## src/hdl/cfrt_pkg.sv

```systemverilog
// ----------------------------------------------------------------------------
// Confirmable retransmit table: shared definitions
// Operation, result kind and status codes used by the table and its checker.
// ----------------------------------------------------------------------------
`default_nettype none

package cfrt_pkg;

    localparam logic [2:0] OP_OPEN   = 3'd0;
    localparam logic [2:0] OP_SEND   = 3'd1;
    localparam logic [2:0] OP_CLEAR  = 3'd2;
    localparam logic [2:0] OP_LOOKUP = 3'd3;
    localparam logic [2:0] OP_TICK   = 3'd4;

    localparam logic [1:0] KIND_STATUS   = 2'd0;
    localparam logic [1:0] KIND_TRANSMIT = 2'd1;
    localparam logic [1:0] KIND_TIMEOUT  = 2'd2;

    localparam logic [1:0] ST_OK        = 2'd0;
    localparam logic [1:0] ST_FULL      = 2'd1;
    localparam logic [1:0] ST_NOT_FOUND = 2'd2;
    localparam logic [1:0] ST_DUPLICATE = 2'd3;

    localparam logic [1:0] CFG_TIMEOUT = 2'd0;
    localparam logic [1:0] CFG_RANGE   = 2'd1;
    localparam logic [1:0] CFG_MAX_RTX = 2'd2;

endpackage : cfrt_pkg

`default_nettype wire

```

## src/hdl/confirmable_retransmit_table_unit.sv

```systemverilog
// ----------------------------------------------------------------------------
// Confirmable retransmit table
// Table of open confirmable transactions with exponential retransmit backoff.
// ----------------------------------------------------------------------------
// Channel   Direction  Handshake                 Payload
// input     in         i_valid / o_ready         i_op, i_msg_id, i_confirmable,
//                                                i_random_value
// result    out        o_valid / i_ready         o_kind, o_out_msg_id, o_slot,
//                                                o_status, o_retry_count, o_is_last
// config    in         i_cfg_valid / o_cfg_ready i_cfg_index, i_cfg_data
//
// Open, send, clear and lookup scan the table one entry a cycle, stopping at a match.
// A send then goes through the send state, with a bit-serial modulo of the first wait
// when one is due. A tick walks the entries up to the last expiring one, sends each
// expiring entry through the send state, and then returns to idle.
// The sequencer waits in a result state while the output register still holds
// a result that has not been taken.
// Reset clears the valid and timer flags and loads the default registers.
`default_nettype none

module confirmable_retransmit_table_unit
    import cfrt_pkg::*;
#(
    parameter int ENTRIES   = 4,
    parameter int WAIT_BITS = 24
) (
    input  wire logic        i_clk,
    input  wire logic        i_rst_n,
    input  wire logic        i_valid,
    output logic             o_ready,
    input  wire logic [2:0]  i_op,
    input  wire logic [15:0] i_msg_id,
    input  wire logic        i_confirmable,
    input  wire logic [15:0] i_random_value,
    output logic             o_valid,
    input  wire logic        i_ready,
    output logic [1:0]       o_kind,
    output logic [15:0]      o_out_msg_id,
    output logic [3:0]       o_slot,
    output logic [1:0]       o_status,
    output logic [4:0]       o_retry_count,
    output logic             o_is_last,
    input  wire logic        i_cfg_valid,
    output logic             o_cfg_ready,
    input  wire logic [1:0]  i_cfg_index,
    input  wire logic [15:0] i_cfg_data
);

    localparam int IW = (ENTRIES > 1) ? $clog2(ENTRIES) : 1;
    localparam logic [IW-1:0] LAST_IDX = IW'(ENTRIES - 1);

    typedef enum logic [5:0] {
        S_IDLE = 6'b000001,
        S_SCAN = 6'b000010,
        S_RES  = 6'b000100,
        S_SEND = 6'b001000,
        S_MOD  = 6'b010000,
        S_TICK = 6'b100000
    } t_state;

    t_state r_state;

    logic [15:0] r_cfg_timeout;
    logic [15:0] r_cfg_range;
    logic [3:0]  r_cfg_max;

    logic                 r_valid [ENTRIES];
    logic                 r_armed [ENTRIES];
    logic [15:0]          r_id    [ENTRIES];
    logic                 r_conf  [ENTRIES];
    logic [4:0]           r_retry [ENTRIES];
    logic [WAIT_BITS-1:0] r_wait  [ENTRIES];
    logic [WAIT_BITS-1:0] r_left  [ENTRIES];

    logic [2:0]         r_op;
    logic [15:0]        r_msg;
    logic               r_con;
    logic [15:0]        r_rnd;
    logic [IW-1:0]      r_idx;
    logic               r_found;
    logic [IW-1:0]      r_hit;
    logic               r_free_ok;
    logic [IW-1:0]      r_free;
    logic [ENTRIES-1:0] r_mask;
    logic [16:0]        r_rem;
    logic [3:0]         r_cnt;
    logic               r_mod_done;

    logic r_o_valid;
    logic [1:0]  r_kind;
    logic [15:0] r_omsg;
    logic [3:0]  r_slot;
    logic [1:0]  r_status;
    logic [4:0]  r_rc;
    logic        r_last;

    logic                 out_free;
    logic                 in_acc;
    logic [16:0]          mod_try;
    logic [WAIT_BITS:0]   w_sum;
    logic [WAIT_BITS:0]   w_dbl;
    logic [WAIT_BITS-1:0] w_first;
    logic [WAIT_BITS-1:0] w_next;
    logic                 id_hit;

    assign out_free = !r_o_valid || i_ready;
    assign in_acc   = i_valid && o_ready;
    assign o_ready  = (r_state == S_IDLE);
    assign o_cfg_ready = 1'b1;

    assign o_valid       = r_o_valid;
    assign o_kind        = r_kind;
    assign o_out_msg_id  = r_omsg;
    assign o_slot        = r_slot;
    assign o_status      = r_status;
    assign o_retry_count = r_rc;
    assign o_is_last     = r_last;

    // One restoring-division step of the backoff modulo.
    assign mod_try = {r_rem[15:0], r_rnd[15]};

    assign w_sum   = (WAIT_BITS+1)'(r_cfg_timeout) + (WAIT_BITS+1)'(r_rem[15:0]);
    assign w_dbl   = {r_wait[r_idx], 1'b0};
    assign w_first = w_sum[WAIT_BITS] ? {WAIT_BITS{1'b1}} : w_sum[WAIT_BITS-1:0];
    assign w_next  = w_dbl[WAIT_BITS] ? {WAIT_BITS{1'b1}} : w_dbl[WAIT_BITS-1:0];
    assign id_hit  = r_valid[r_idx] && (r_id[r_idx] == r_msg);

    always_ff @(posedge i_clk) begin
        if (!i_rst_n) begin
            r_cfg_timeout <= 16'd2000;
            r_cfg_range   <= 16'd1000;
            r_cfg_max     <= 4'd4;
        end else if (i_cfg_valid) begin
            case (i_cfg_index)
                CFG_TIMEOUT: r_cfg_timeout <= i_cfg_data;
                CFG_RANGE:   r_cfg_range   <= i_cfg_data;
                CFG_MAX_RTX: r_cfg_max     <= i_cfg_data[3:0];
                default: ;
            endcase
        end
    end

    always_ff @(posedge i_clk) begin
        if (!i_rst_n) begin
            r_state    <= S_IDLE;
            r_o_valid  <= 1'b0;
            r_mod_done <= 1'b0;
            r_mask     <= '0;
            for (int i = 0; i < ENTRIES; i++) begin
                r_valid[i] <= 1'b0;
                r_armed[i] <= 1'b0;
            end
        end else begin
            if (r_o_valid && i_ready) begin
                r_o_valid <= 1'b0;
            end
            case (r_state)
                S_IDLE: begin
                    if (in_acc) begin
                        r_op      <= i_op;
                        r_msg     <= i_msg_id;
                        r_con     <= i_confirmable;
                        r_rnd     <= i_random_value;
                        r_idx     <= '0;
                        r_found   <= 1'b0;
                        r_free_ok <= 1'b0;
                        r_mask    <= '0;
                        if (i_op == OP_TICK) begin
                            r_rnd   <= '0;
                            r_state <= S_TICK;
                            // Expiry is decided for all entries at once; the rest count down.
                            for (int i = 0; i < ENTRIES; i++) begin
                                if (r_valid[i] && r_armed[i]) begin
                                    if (r_left[i] <= WAIT_BITS'(1)) begin
                                        r_mask[i] <= 1'b1;
                                    end else begin
                                        r_left[i] <= r_left[i] - WAIT_BITS'(1);
                                    end
                                end
                            end
                        end else if (i_op <= OP_LOOKUP) begin
                            r_state <= S_SCAN;
                        end
                    end
                end
                S_SCAN: begin
                    if (id_hit) begin
                        r_found <= 1'b1;
                        r_hit   <= r_idx;
                        r_state <= S_RES;
                    end else begin
                        if (!r_valid[r_idx] && !r_free_ok) begin
                            r_free_ok <= 1'b1;
                            r_free    <= r_idx;
                        end
                        if (r_idx == LAST_IDX) begin
                            r_state <= S_RES;
                        end else begin
                            r_idx <= r_idx + IW'(1);
                        end
                    end
                end
                S_RES: begin
                    if (out_free) begin
                        r_o_valid <= 1'b1;
                        r_kind    <= KIND_STATUS;
                        r_omsg    <= r_msg;
                        r_rc      <= 5'd0;
                        r_last    <= 1'b1;
                        r_state   <= S_IDLE;
                        if (r_op == OP_OPEN) begin
                            if (r_found) begin
                                r_status <= ST_DUPLICATE;
                                r_slot   <= 4'(r_hit);
                            end else if (r_free_ok) begin
                                r_status        <= ST_OK;
                                r_slot          <= 4'(r_free);
                                r_valid[r_free] <= 1'b1;
                                r_armed[r_free] <= 1'b0;
                                r_id[r_free]    <= r_msg;
                                r_retry[r_free] <= 5'd0;
                            end else begin
                                r_status <= ST_FULL;
                                r_slot   <= 4'd0;
                            end
                        end else if (!r_found) begin
                            r_status <= ST_NOT_FOUND;
                            r_slot   <= 4'd0;
                        end else begin
                            r_status <= ST_OK;
                            r_slot   <= 4'(r_hit);
                            if (r_op == OP_CLEAR) begin
                                r_valid[r_hit] <= 1'b0;
                                r_armed[r_hit] <= 1'b0;
                            end else if (r_op == OP_SEND) begin
                                r_last        <= 1'b0;
                                r_conf[r_hit] <= r_con;
                                r_idx         <= r_hit;
                                r_state       <= S_SEND;
                            end
                        end
                    end
                end
                S_SEND: begin
                    if (r_conf[r_idx] && (r_retry[r_idx] <= 5'(r_cfg_max)) &&
                        (r_retry[r_idx] == 5'd0) && !r_mod_done) begin
                        r_rem   <= '0;
                        r_cnt   <= '0;
                        if (r_cfg_range == 16'd0) begin
                            r_rnd <= '0;
                        end
                        r_state <= S_MOD;
                    end else if (out_free) begin
                        r_mod_done <= 1'b0;
                        r_o_valid  <= 1'b1;
                        r_omsg     <= r_id[r_idx];
                        r_slot     <= 4'(r_idx);
                        r_status   <= ST_OK;
                        r_rc       <= r_retry[r_idx];
                        r_last     <= (r_mask == '0);
                        r_state    <= (r_op == OP_TICK) ? S_TICK : S_IDLE;
                        if (!r_conf[r_idx]) begin
                            r_kind         <= KIND_TRANSMIT;
                            r_valid[r_idx] <= 1'b0;
                            r_armed[r_idx] <= 1'b0;
                        end else if (r_retry[r_idx] > 5'(r_cfg_max)) begin
                            r_kind         <= KIND_TIMEOUT;
                            r_valid[r_idx] <= 1'b0;
                            r_armed[r_idx] <= 1'b0;
                        end else begin
                            r_kind         <= KIND_TRANSMIT;
                            r_armed[r_idx] <= 1'b1;
                            if (r_retry[r_idx] == 5'd0) begin
                                r_wait[r_idx] <= w_first;
                                r_left[r_idx] <= w_first;
                            end else begin
                                r_wait[r_idx] <= w_next;
                                r_left[r_idx] <= w_next;
                            end
                        end
                    end
                end
                S_MOD: begin
                    if (mod_try >= {1'b0, r_cfg_range}) begin
                        r_rem <= mod_try - {1'b0, r_cfg_range};
                    end else begin
                        r_rem <= mod_try;
                    end
                    r_rnd <= {r_rnd[14:0], 1'b0};
                    r_cnt <= r_cnt + 4'd1;
                    if (r_cnt == 4'd15) begin
                        r_mod_done <= 1'b1;
                        r_state    <= S_SEND;
                    end
                end
                S_TICK: begin
                    if (r_mask == '0) begin
                        r_state <= S_IDLE;
                    end else if (r_mask[r_idx]) begin
                        r_mask[r_idx]  <= 1'b0;
                        r_armed[r_idx] <= 1'b0;
                        if (r_retry[r_idx] != 5'd31) begin
                            r_retry[r_idx] <= r_retry[r_idx] + 5'd1;
                        end
                        r_state <= S_SEND;
                    end else begin
                        r_idx <= r_idx + IW'(1);
                    end
                end
                default: r_state <= S_IDLE;
            endcase
        end
    end

endmodule : confirmable_retransmit_table_unit

`default_nettype wire

```

## config.mk

```make
export PLATFORM = sky130hd
export DESIGN_NAME = confirmable_retransmit_table_unit
export DESIGN_NICKNAME = d
export VERILOG_FILES = /design/src/hdl/cfrt_pkg.sv /design/src/hdl/confirmable_retransmit_table_unit.sv
export SDC_FILE = /design/constraint.sdc
export NUM_CORES = 1
export LEC_CHECK = 0
export ABC_AREA = 0
export BUFFER_PORTS_ARGS = -buffer_cell sky130_fd_sc_hd__clkbuf_2
export CORE_MARGIN = 10
export CORE_UTILIZATION = 50
export CTS_BUF_LIST = sky130_fd_sc_hd__clkbuf_16
export CTS_CLUSTER_DIAMETER = 50
export DETAILED_ROUTE_END_ITERATION = 10
export GPL_TIMING_DRIVEN = 0
export PLACE_DENSITY_LB_ADDON = 0.3
export SLEW_MARGIN = 25
export SYNTH_ARGS = -nofsm -noshare
export SYNTH_HDL_FRONTEND = slang
export SYNTH_SLANG_ARGS = --single-unit
export TNS_END_PERCENT = 30
```

## constraint.sdc

```tcl
create_clock -name i_clk -period 6.2 [get_ports i_clk]
set_input_delay 0.62 -clock i_clk [delete_from_list [all_inputs] [get_ports i_clk]]
set_output_delay 0.62 -clock i_clk [all_outputs]
set_load 0.03 [all_outputs]
```

==> key figures <==
Pwr
  • Int Pwr: about 0.0055 W
  • PwrDens: 309.1 mW/mm^2
  • Power, Total: 0.007460 W
  • Worst vdd ir: 0.2415 mV
  • Switching Fraction: about a quarter
  • Static Leakage: 9.104 nW
  • NetSw: between 0.0015 and 0.002 W
  • Clock share of power: ~40%
  • Flop pwr share: between 40% and 50%
  • Power share of the combinational group: 15.6%

Setup path
  • WP depth: 15
  • Reg2reg end: r_wait[0][1]
  • Critical Path, Cell by Cell: buf_6 > buf_2 > clkbuf_4 > buf_4 > clkbuf_4 > mux4_2 > ha_1 > nor2b_1 > o21ai_0 > a32oi_2 > nor4_2 > nand2_1 > clkbuf_1 > o31ai_2 > inv_1
  • Critical Path End Type: flop
  • Max stage delay on crit path: between 0.8 and 0.9 ns
  • Top fanout value on the critical path: 10
  • WP data arrival: roughly 6.1 ns
  • Worst r2r path cells: 15
  • CP required: ~6.5 ns
  • Setup CP Type: flop to flop
  • Crit path launch type: flop
  • Worst path most repeated cell: clkbuf_4
  • R2R Setup Slk: about 0.37 ns
  • Crit-path slowest cell: o31ai_2
  • Crit path buffers/inverters: 7
  • Crit path max-delay family: buffers and inverters

Layout
  • Commonest non-fill, non-tap cell in the layout: edfxtp_1
  • Layout Cells excl Fill: 2489
  • Nets@finish: 2022
  • Share of cells above drive strength 1: around 15%
  • Ant. Diodes: 0
  • Final core utilization: between 50% and 60%
  • Area Overhead vs Synth: 14.61%
  • Commonest cells after routing, fill and taps aside: 374 x edfxtp_1, 214 x nand2_1, 115 x o21ai_0

Worst hold path
  • Hold Crit Start: i_msg_id[3]
  • Hold Crit Depth: 1
  • Hold endpoint: r_msg[3]
  • Worst Hold Class: input port to flop

STA
  • Max Freq: roughly 170 MHz
  • Period utilisation layout: 94.11%
  • Worst-Margin Slew: just over 1 ns
  • Minimum clock period: around 6 ns
  • Final Hold Fails: 0
  • RSZ-0062 raised after global routing: no
  • Slew margin rel.: a little under a third
  • Worst Clk Skew: between 0.02 and 0.03 ns
  • Slew Viols, Final: 0
  • Worst Hold Slack: 0.1922 ns
  • Final setup fails: 0

Global route
  • Pin count of the biggest net entering global routing: 25
  • GRT Residual Overflow: 0
  • Global Route Usage Sum: roughly a fifth
  • Global-route wire length before repair: slightly above 80 mm
  • Vias in the first global route: 14630
  • Initial antenna violation count: 0

Synthesis
  • Synth Flop Type: edfxtp_1
  • Synth Area in Adders: between 3 and 4%
  • FFs w/ async S/R, synth: 0%
  • Post-synthesis xor/xnor area fraction: under 10%
  • Mux cell area share after synthesis: 6.982%
  • Main combinational cell family by area after synthesis: simple AND/OR/NAND/NOR gates
  • Synth cell types: 78
  • Avg Cell Area, Syn: approximately 12 sq um
  • Synth Area in Simple Gates: between 10% and 20%
  • Post-Syn Area: roughly 0.021 sq mm
  • Synth Area in Compound Gates: a little under a tenth
  • Register bit total from synthesis: 430
  • Number of flops mapped to enable cells by yosys: 374
  • Sequential area share after synthesis: approximately three fifths
  • Gate Count Post-Synth: about 1800
  • Count of warnings emitted by yosys: 0

Floorplanning
  • Die Area: ~0.051 sq mm
  • Die H: 225.2 um
  • FP Rows: 75
  • Core ar.: between 0.04 and 0.05 sq mm
  • Initial core utilization: between 50% and 60%
  • Io pins: ~90
  • Die Span X: approximately 230 um

Place
  • # port buffers: 87
  • GP Congestion: between 0.9 and 1
  • Post-Place Cells: around 2400
  • DP HPWL: 37.51 mm

Clock network
  • Post-CTS Hold Fix Bufs: 0
  • H-tree depth: 2
  • Max clock buf depth: 3
  • TritonCTS clock tree: built
  • Clock Latency Late Sink: ~0.6 ns
  • CTS Buf Count: 50
  • Register clock-pin slew on the reported worst setup and hold paths: roughly 0.060 ns
  • Root Driver: clkbuf_16
  • Clock sink total: between 400 and 500

Drt
  • Wirelength per Cell: roughly 21 um
  • Drt drc: 0
  • Vias: between 10000 and 15000
  • Via/cell ratio: slightly below 6
  • Drt first-iter violations: around 1500
  • DRT antenna net count: 0
  • Drt total wl: 53.32 mm
  • Pre-antenna DRT Iters: 6

Job
  • Max Cap Viol: 0

Status
  • Status: complete, no violations
## through the flow
stage | setup WS, ns | area (sq um) | setup TNS [ns]
global placement | -1.996 | 22170 | -248.78
detailed placement | -0.7377 | 22370 | -67.65
finish | 0.3654 | 24130 | 0
floorplan | 0.3628 | 21060 | 0
global route | 0.03553 | 24130 | 0
CTS | 0.04452 | 24110 | 0
## Yosys cell counts, drive strengths merged (44+ instances only)
| cell | n | area (sq um) |
|---|---|---|
| a21oi | 58 | 290.3 |
| clkbuf | 49 | 183.9 |
| inv | 90 | 337.8 |
| xor2 | 58 | 508.0 |
| xnor2 | 60 | 525.5 |
| nor3 | 53 | 265.3 |
| edfxtp | 374 | 11230 |
| ha | 52 | 650.6 |
| nand2 | 217 | 817.0 |
| dfxtp | 56 | 1121 |
| o21ai | 130 | 654.4 |
| mux4 | 44 | 991.0 |
| nor2 | 98 | 367.9 |
## routing by layer
layer / global-route usage (%) / share of wire [%]
met1: 28.02 / 42
met2: 33.95 / 48
met3: 3.383 / 6.9
met4: 7.190 / 2.8
met5: 0 / 0
## flip-flops by register name (all words and copies together), names as in the netlist, 3 cells and up, named ones only
register / flops
r_valid: 4
o_out_msg_id: 16
r_wait: 96
r_cfg_max: 4
r_state: 6
r_op: 3
r_msg: 16
r_rem: 16
r_rnd: 16
o_retry_count: 5
r_id: 64
r_retry: 20
r_mask: 4
r_armed: 4
r_cnt: 4
r_cfg_timeout: 16
r_cfg_range: 16
r_conf: 4
r_left: 96
## power by group through the flow
stage,logic (W),clock network (W),registers [W]
after floorplan,0.000805,0,0.00335
after global placement,0.00112,0,0.00337
after detailed placement,0.00114,0,0.00337
after global routing,0.00125,0.00314,0.00332
final,0.00117,0.00298,0.00331
after CTS,0.00115,0.00301,0.00331
## worst reg2reg max path: cells and delay by family (launching register included)
family | cells | cell delay [ns]
compound gates | 3 | 1.22
buf+inv | 7 | 2.17
simple gates | 3 | 0.84
mux | 1 | 0.64
fa+ha+maj | 1 | 0.34
flops | 1 | 0.32
## worst max path at each step
stage	from	end	slack, ns
2_1_floorplan	flop	r_left[3][0]	0.36
3_3_place_gp	flop	o_retry_count[2]	-2.00
3_5_place_dp	flop	r_left[2][19]	-0.74
4_1_cts	flop	r_wait[0][23]	0.04
5_1_grt	flop	r_left[0][13]	0.04
6_report	flop	r_wait[0][1]	0.37
## logic make-up (layout without fill, tap and decap cells)
| kind of cell | Yosys count | in the layout |
|---|---|---|
| muxes | 91 | 91 |
| adders and majority gates | 54 | 54 |
| buffers and inverters | 157 | 347 |
| DFF | 430 | 430 |
| xor gates and xnor gates | 118 | 118 |
| AOI/OAI and AO/OA | 321 | 321 |
| other | 2 | 3 |
| and+or+nand+nor | 586 | 586 |
## cell type report
type / instances / area (sq um)
Buffer: 66 / 294.0
Clock buffer: 53 / 1326
Clock inverter: 40 / 364.1
Fill cell: 3369 / 17630
Inverter: 90 / 337.8
Multi-Input combinational cell: 1173 / 8215
Sequential cell: 430 / 12350
Tap cell: 539 / 674.4
Timing Repair Buffer: 98 / 569.3
## timing repair
item | CTS | global route
resized for setup | 15 | 13
pin swaps | 0 | 0
endpoints found under the setup margin | 264 | 264
buffers inserted | 0 | 0
Power figures use the tool's default switching activity.
